[config.mk]
export PLATFORM = sky130hd
export DESIGN_NAME = m4v_out_stage
export DESIGN_NICKNAME = d
export VERILOG_FILES = /design/src/sv/m4v_pkg.sv /design/src/sv/m4v_out_stage.sv
export SDC_FILE = /design/constraint.sdc
export NUM_CORES = 1
export LEC_CHECK = 0
export ABC_AREA = 1
export BUFFER_PORTS_ARGS = -buffer_cell sky130_fd_sc_hd__buf_4
export CAP_MARGIN = 10
export CORE_MARGIN = 5
export CORE_UTILIZATION = 25
export DETAILED_ROUTE_END_ITERATION = 10
export GPL_TIMING_DRIVEN = 0
export MAX_ROUTING_LAYER = met4
export SLEW_MARGIN = 10
export SYNTH_ARGS = -nofsm -noshare
export SYNTH_HDL_FRONTEND = slang
export SYNTH_SLANG_ARGS = --single-unit
[constraint.sdc]
create_clock -name clock -period 9.7 [get_ports clock]
set_input_delay 1.94 -clock clock [delete_from_list [all_inputs] [get_ports clock]]
set_output_delay 1.94 -clock clock [all_outputs]
set_load 0.05 [all_outputs]
[src/sv/m4v_pkg.sv]
// ----------------------------------------------------------------------------
// m4v_pkg
// Types and constants shared by the 4x4 matrix by vector transform block.
// ----------------------------------------------------------------------------
package m4v_pkg;

   localparam int WORD_W  = 32;
   localparam int VEC_LEN = 4;
   localparam int IDX_W   = 2;

   typedef logic signed [WORD_W-1:0] word_type;

   typedef enum logic [0:0] {
      CMD_LOAD  = 1'b0,
      CMD_XFORM = 1'b1
   } cmd_type;

   typedef struct packed {
      cmd_type              command;
      logic [IDX_W-1:0]     column_index;
      logic [IDX_W-1:0]     row_index;
      logic signed [WORD_W-1:0] element_value;
   } item_ctl_type;

endpackage

[src/sv/m4v_out_stage.sv]
// ----------------------------------------------------------------------------
// m4v_out_stage
// Saturates the four sums to 32 bits and holds the result until its transfer.
// Load items end here without a result.
// ----------------------------------------------------------------------------
module m4v_out_stage
   import m4v_pkg::*;
#(
   parameter int FRAC_BITS = 16,
   localparam int ACC_W    = 2 * WORD_W + 2 - FRAC_BITS
) (
   input  logic                    clock,
   input  logic                    reset,
   input  logic                    in_valid,
   output logic                    in_ready,
   input  item_ctl_type            in_ctl,
   input  logic signed [ACC_W-1:0] in_sum [VEC_LEN],
   output logic                    rsp_valid,
   input  logic                    rsp_ready,
   output word_type                rsp_word [VEC_LEN],
   output logic                    rsp_overflow
);

   localparam word_type WORD_MAX = {1'b0, {(WORD_W-1){1'b1}}};
   localparam word_type WORD_MIN = {1'b1, {(WORD_W-1){1'b0}}};

   logic                 rsp_valid_ff;
   word_type             word_ff [VEC_LEN];
   word_type             word_in [VEC_LEN];
   logic                 ovf_ff;
   logic                 ovf_in;
   logic [VEC_LEN-1:0]   clip;
   logic                 take;
   logic                 is_xform;

   assign take     = !rsp_valid_ff || rsp_ready;
   assign is_xform = (in_ctl.command == CMD_XFORM);
   assign in_ready = take || !is_xform;

   always_comb begin
      for (int r = 0; r < VEC_LEN; r++) begin
         clip[r] = !((&in_sum[r][ACC_W-1:WORD_W-1]) || !(|in_sum[r][ACC_W-1:WORD_W-1]));
         if (clip[r]) begin
            word_in[r] = in_sum[r][ACC_W-1] ? WORD_MIN : WORD_MAX;
         end else begin
            word_in[r] = in_sum[r][WORD_W-1:0];
         end
      end
      ovf_in = |clip;
   end

   always_ff @(posedge clock) begin
      if (reset) begin
         rsp_valid_ff <= 1'b0;
      end else if (take) begin
         rsp_valid_ff <= in_valid && is_xform;
      end
   end

   always_ff @(posedge clock) begin
      if (take && in_valid && is_xform) begin
         word_ff <= word_in;
         ovf_ff  <= ovf_in;
      end
   end

   assign rsp_valid    = rsp_valid_ff;
   assign rsp_word     = word_ff;
   assign rsp_overflow = ovf_ff;

endmodule
======== Yosys cells after proc, flatten, opt, wreduce, memory -nomap -nowiden ========
Cells that the tools add are included.
storage, ports and cells
  bits in registers ....................... 130
  input port bits ......................... 241
  output and inout port bits .............. 131
  logic and storage cells ................. 42
operators by class
  mux-type cells .......................... 8
  reductions and logical operators ........ 28
operator list
  kind               count
  $mux 32            8
  $reduce_and 19->1  4
  $reduce_or 19->1   4
  $logic_not 1->1    10
  $logic_or 1x1->1   6
  $reduce_or 4->1    1
  $logic_and 1x1->1  3

======== Longest topological paths before layout ========
  depth in word-level cells ............... 5
  mapped depth ............................ 9
  depth with buffers taken out ............ 9

======== Least setup slack after synthesis ========
Ideal clock, no wire load.
  path kind ............................... in2reg
  from .................................... input port rsp_ready
  to ...................................... register ovf_ff (netlist: rsp_overflow), enable pin
  arrival ................................. 7.415 ns
  setup slack ............................. 1.663 ns
  cell stages on the path ................. 2
  buffers on the path ..................... 0
  cell sequence ........................... nor2_1 -> nor2_1
between the ends
  longest elaborated chain between the ends .. 3
RTL lines
  item                             RTL line             RTL
  start, declared                  m4v_out_stage.sv:19  input logic rsp_ready,
  $logic_or 1x1->1                 m4v_out_stage.sv:36  assign take = !rsp_valid_ff || rsp_ready;
  $logic_and 1x1->1 (2 in series)  m4v_out_stage.sv:61  if (take && in_valid && is_xform) begin
  end signal, assigned             m4v_out_stage.sv:63  ovf_ff <= ovf_in;
  end, declared                    m4v_out_stage.sv:30  logic ovf_ff;
No other way between the ends.
A chain may end at the register's enable or synchronous reset.

======== Final worst setup path ========
  from .................................... input port rsp_ready
  to ...................................... output port in_ready
between the ends
  longest elaborated chain between the ends .. 2
RTL lines
  item              RTL line             RTL
  $logic_or 1x1->1  m4v_out_stage.sv:36
  $logic_or 1x1->1  m4v_out_stage.sv:38  assign in_ready = take || !is_xform;
  end, declared     m4v_out_stage.sv:15  output logic in_ready,
No other way between the ends.

==> metrics.csv <==
stage;metric;value;unit
clock_tree;cts_made_buffers;17;
critical_path;crit_arrival;2.59;ns
synth;ys_seq_elements;130;
floorplan;die_area;25960;µm²
route;wl_per_cell;15.02;µm
floorplan;core;22570;µm²
sta;timing.final.crit_share;46.73;%
route;drt_first_pass_iters;4;
power_and_ir_drop;p_per_area;165.1;nW/µm²
layout;final_cells;1204;
critical_path;crit_top_cell;buf_4;
job;drv_cap;0;
place;post_dp_cell_area;8703;µm²
synth;syn_avg_cell_area;10.42;µm²
clock_tree;cts_root_buffer;clkbuf_16;
place;place_hpwl;14.21;mm
layout;drive_above_1_share;43.53;%
clock_tree;clkSinkCount;130;
critical_path;crit_chain;buf_4 > nor2_1 > nand2_1 > buf_4;
synth;synth_nets;789;
critical_path;slowest_stage;nor2_1;
place;place_inst;1173;
layout;fin_nets;1148;
layout;area_delta_synth_final;62.50;%
sta;worst_pin_slew;0.3645;ns
critical_path;cp-endpoint;in_ready;
outcome;status;finished, final reports clean;
synth;ys_seq_area_share;68.20;%
clock_tree;cts_resized;0;
clock_tree;post_cts_buffers;0;
critical_path;worstSetupStartpointType;primary input;
route;drt.antenna.violating_nets;0;
global_route;overflow;0;
sta;finClkSkew;0.005116;ns
floorplan;initial_core_util;25.29;%
layout;antennaDiodeCount;0;
sta;setup_viol;0;
critical_path;worstSetupEndpointType;output port;
layout;design_area;9278;µm²
global_route;grt_pass1_wl;26.83;mm
global_route;antenna_found_initial;0;
sta;period_minus_slack;4.533;ns
layout;num-fill-cells;2278;
floorplan;pin_count;372;
clock_tree;clock_path_buffers;2;
clock_tree;clock_latency;0.40;ns
clock_tree;htree_num_levels;4;
synth;synth_warnings;0;
floorplan;fp.dieH;161.1;µm
critical_path;reg2reg_depth;6;
critical_path;worstReg2RegStart;rsp_valid$_SDFFE_PP0N_;
critical_path;r2r_slack;7.98;ns
critical_path;critical_path_class;primary input to output port;
floorplan;die_w;161.1;µm
route;drc;0;
sta;slew_headroom;75.64;%
power_and_ir_drop;leakage;4.082;nW
hold_path;hp-class;flip-flop to flip-flop;
route;viasPerCell;4.177;
floorplan;row_count;55;
critical_path;cp.required;7.76;ns
global_route;grt_pass1_vias;5044;
sta;drv_slew;0;
place;gp_congestion;0.7764;
critical_path;reg2reg_to;rsp_word[79]$_DFFE_PP_;
clock_tree;cts_tree;yes;
clock_tree;cts_hold_buf;0;
critical_path;critical_path.max_stage_delay;0.26;ns
global_route;track_usage;13.73;%
critical_path;cp-startpoint;rsp_ready;
sta;rsz0062_at_grt;no;
sta;finalWorstSetupSlack;5.167;ns
place;dp_slack;5.167;ns
synth;syn_inst;548;
hold_path;worstHoldStart;rsp_valid$_SDFFE_PP0N_;
clock_tree;clkTransAtPathRegs;0.06;ns
global_route;grt_max_degree;31;
synth;yosysUniqueCellTypes;20;
power_and_ir_drop;p_total;1.532;mW
route;num_vias;5029;
route;routed_wl;18.09;mm
route;drtIter0Drc;255;
synth;syn_area;5709;µm²
place;numPortBuffers;335;
critical_path;cp_max_fo;3;
power_and_ir_drop;vdd_drop_max;0.09008;mV
sta;tns;0;ns
sta;timing.fmax;220.6;MHz
sta;hold_viol;0;
## cells in the mapped netlist
| library cell | n | area share (%) |
|---|---|---|
| buf_4 | 6 | 0.79 |
| nand2_1 | 294 | 19 |
| dfxtp_1 | 1 | 0.35 |
| nor2_2 | 1 | 0.11 |
| clkbuf_1 | 3 | 0.20 |
| nor3_1 | 1 | 0.088 |
| nand3_1 | 6 | 0.53 |
| inv_1 | 6 | 0.39 |
| buf_6 | 15 | 3.0 |
| nor2_1 | 59 | 3.9 |
| nand3b_2 | 2 | 0.39 |
| nand3b_1 | 1 | 0.13 |
| nand3_2 | 3 | 0.53 |
| edfxtp_1 | 129 | 68 |
| nand2_2 | 1 | 0.11 |
| or2_1 | 6 | 0.66 |
| buf_2 | 3 | 0.26 |
| nand2_4 | 2 | 0.39 |
| dlygate4sd3_1 | 1 | 0.18 |
| nand4_1 | 8 | 0.88 |
## per-layer routing
metal | vias up | GRT usage, % | routed length [µm]
met5 | - | - | 0
met1 | 2325 | 15.35 | 7154
met2 | 185 | 23.64 | 9408
met4 | 0 | 4.071 | 197
li1 | 2508 | - | -
met3 | 11 | 4.338 | 1329
## critical path, delay by kind of cell
family	cells	cell delay (ns)
buf+inv	2	0.31
simple gates	2	0.35
## cells by family (layout without fill, tap and decap cells)
| group | count (synthesis) | in the layout | share of synthesized area (%) |
|---|---|---|---|
| buffers and inverters | 34 | 405 | 4.777 |
| AND/OR/NAND/NOR | 384 | 384 | 27.02 |
| flip-flops | 130 | 130 | 68.20 |
## layout by cell type, fill, tap and decap left out
cell,instances
dlygate4sd3_1,1
clkinvlp_4,1
nand3_1,6
buf_4,341
nand2_4,2
nand4_1,8
nor2_2,1
nor2_1,58
edfxtp_1,129
inv_1,6
clkinv_2,3
clkbuf_16,17
nand3b_2,2
buf_12,3
bufinv_16,3
clkinv_1,3
buf_6,15
nor3_1,1
nand2_2,1
nand2_1,294
buf_16,2
nand3_2,3
or2_1,6
dfxtp_1,1
nand3b_1,1
buf_2,3
nor2_4,1
clkbuf_1,5
clkinv_4,2
## how the worst min path moves through the flow
stage	endpoint	depth (start not counted)
after floorplan	rsp_valid$_SDFFE_PP0N_	4
after global placement	rsp_valid$_SDFFE_PP0N_	4
after detailed placement	rsp_valid$_SDFFE_PP0N_	4
after CTS	rsp_valid$_SDFFE_PP0N_	4
after global routing	rsp_valid$_SDFFE_PP0N_	4
final	rsp_valid$_SDFFE_PP0N_	4
## metrics by stage
stage | util, % | hold slack (ns)
floorplan | - | 0.7888
global placement | 38.02 | 0.5787
detailed placement | 38.56 | 0.6219
CTS | 41.10 | 0.6346
global route | 41.10 | 0.6851
finish | 41.10 | 0.6352
## power breakdown
group / leakage (nW) / internal (mW) / switching (mW)
clock network: 0.279 / 0.399 / 0.240
registers: 1.21 / 0.647 / 0.00627
logic: 2.59 / 0.0990 / 0.140
## sequential cells by signal, summed over array words and instances (netlist names)
register      flops
rsp_word        128
rsp_valid         1
rsp_overflow      1
## area by class of cell
class                   instances  area, µm²  share of cell area, %
flip-flops and latches        130       3894                  41.97
repair buffers                340       2630                  28.35
multi-input cells             384       1550                  16.71
clock buffers                  19      432.9                  4.666
well taps                     285      356.6                  3.844
plain buffers                  28      250.2                  2.697
clock inverters                12      141.4                  1.524
inverters                       6      22.52                 0.2428
Note: power is estimated with default switching activity, not from simulation.
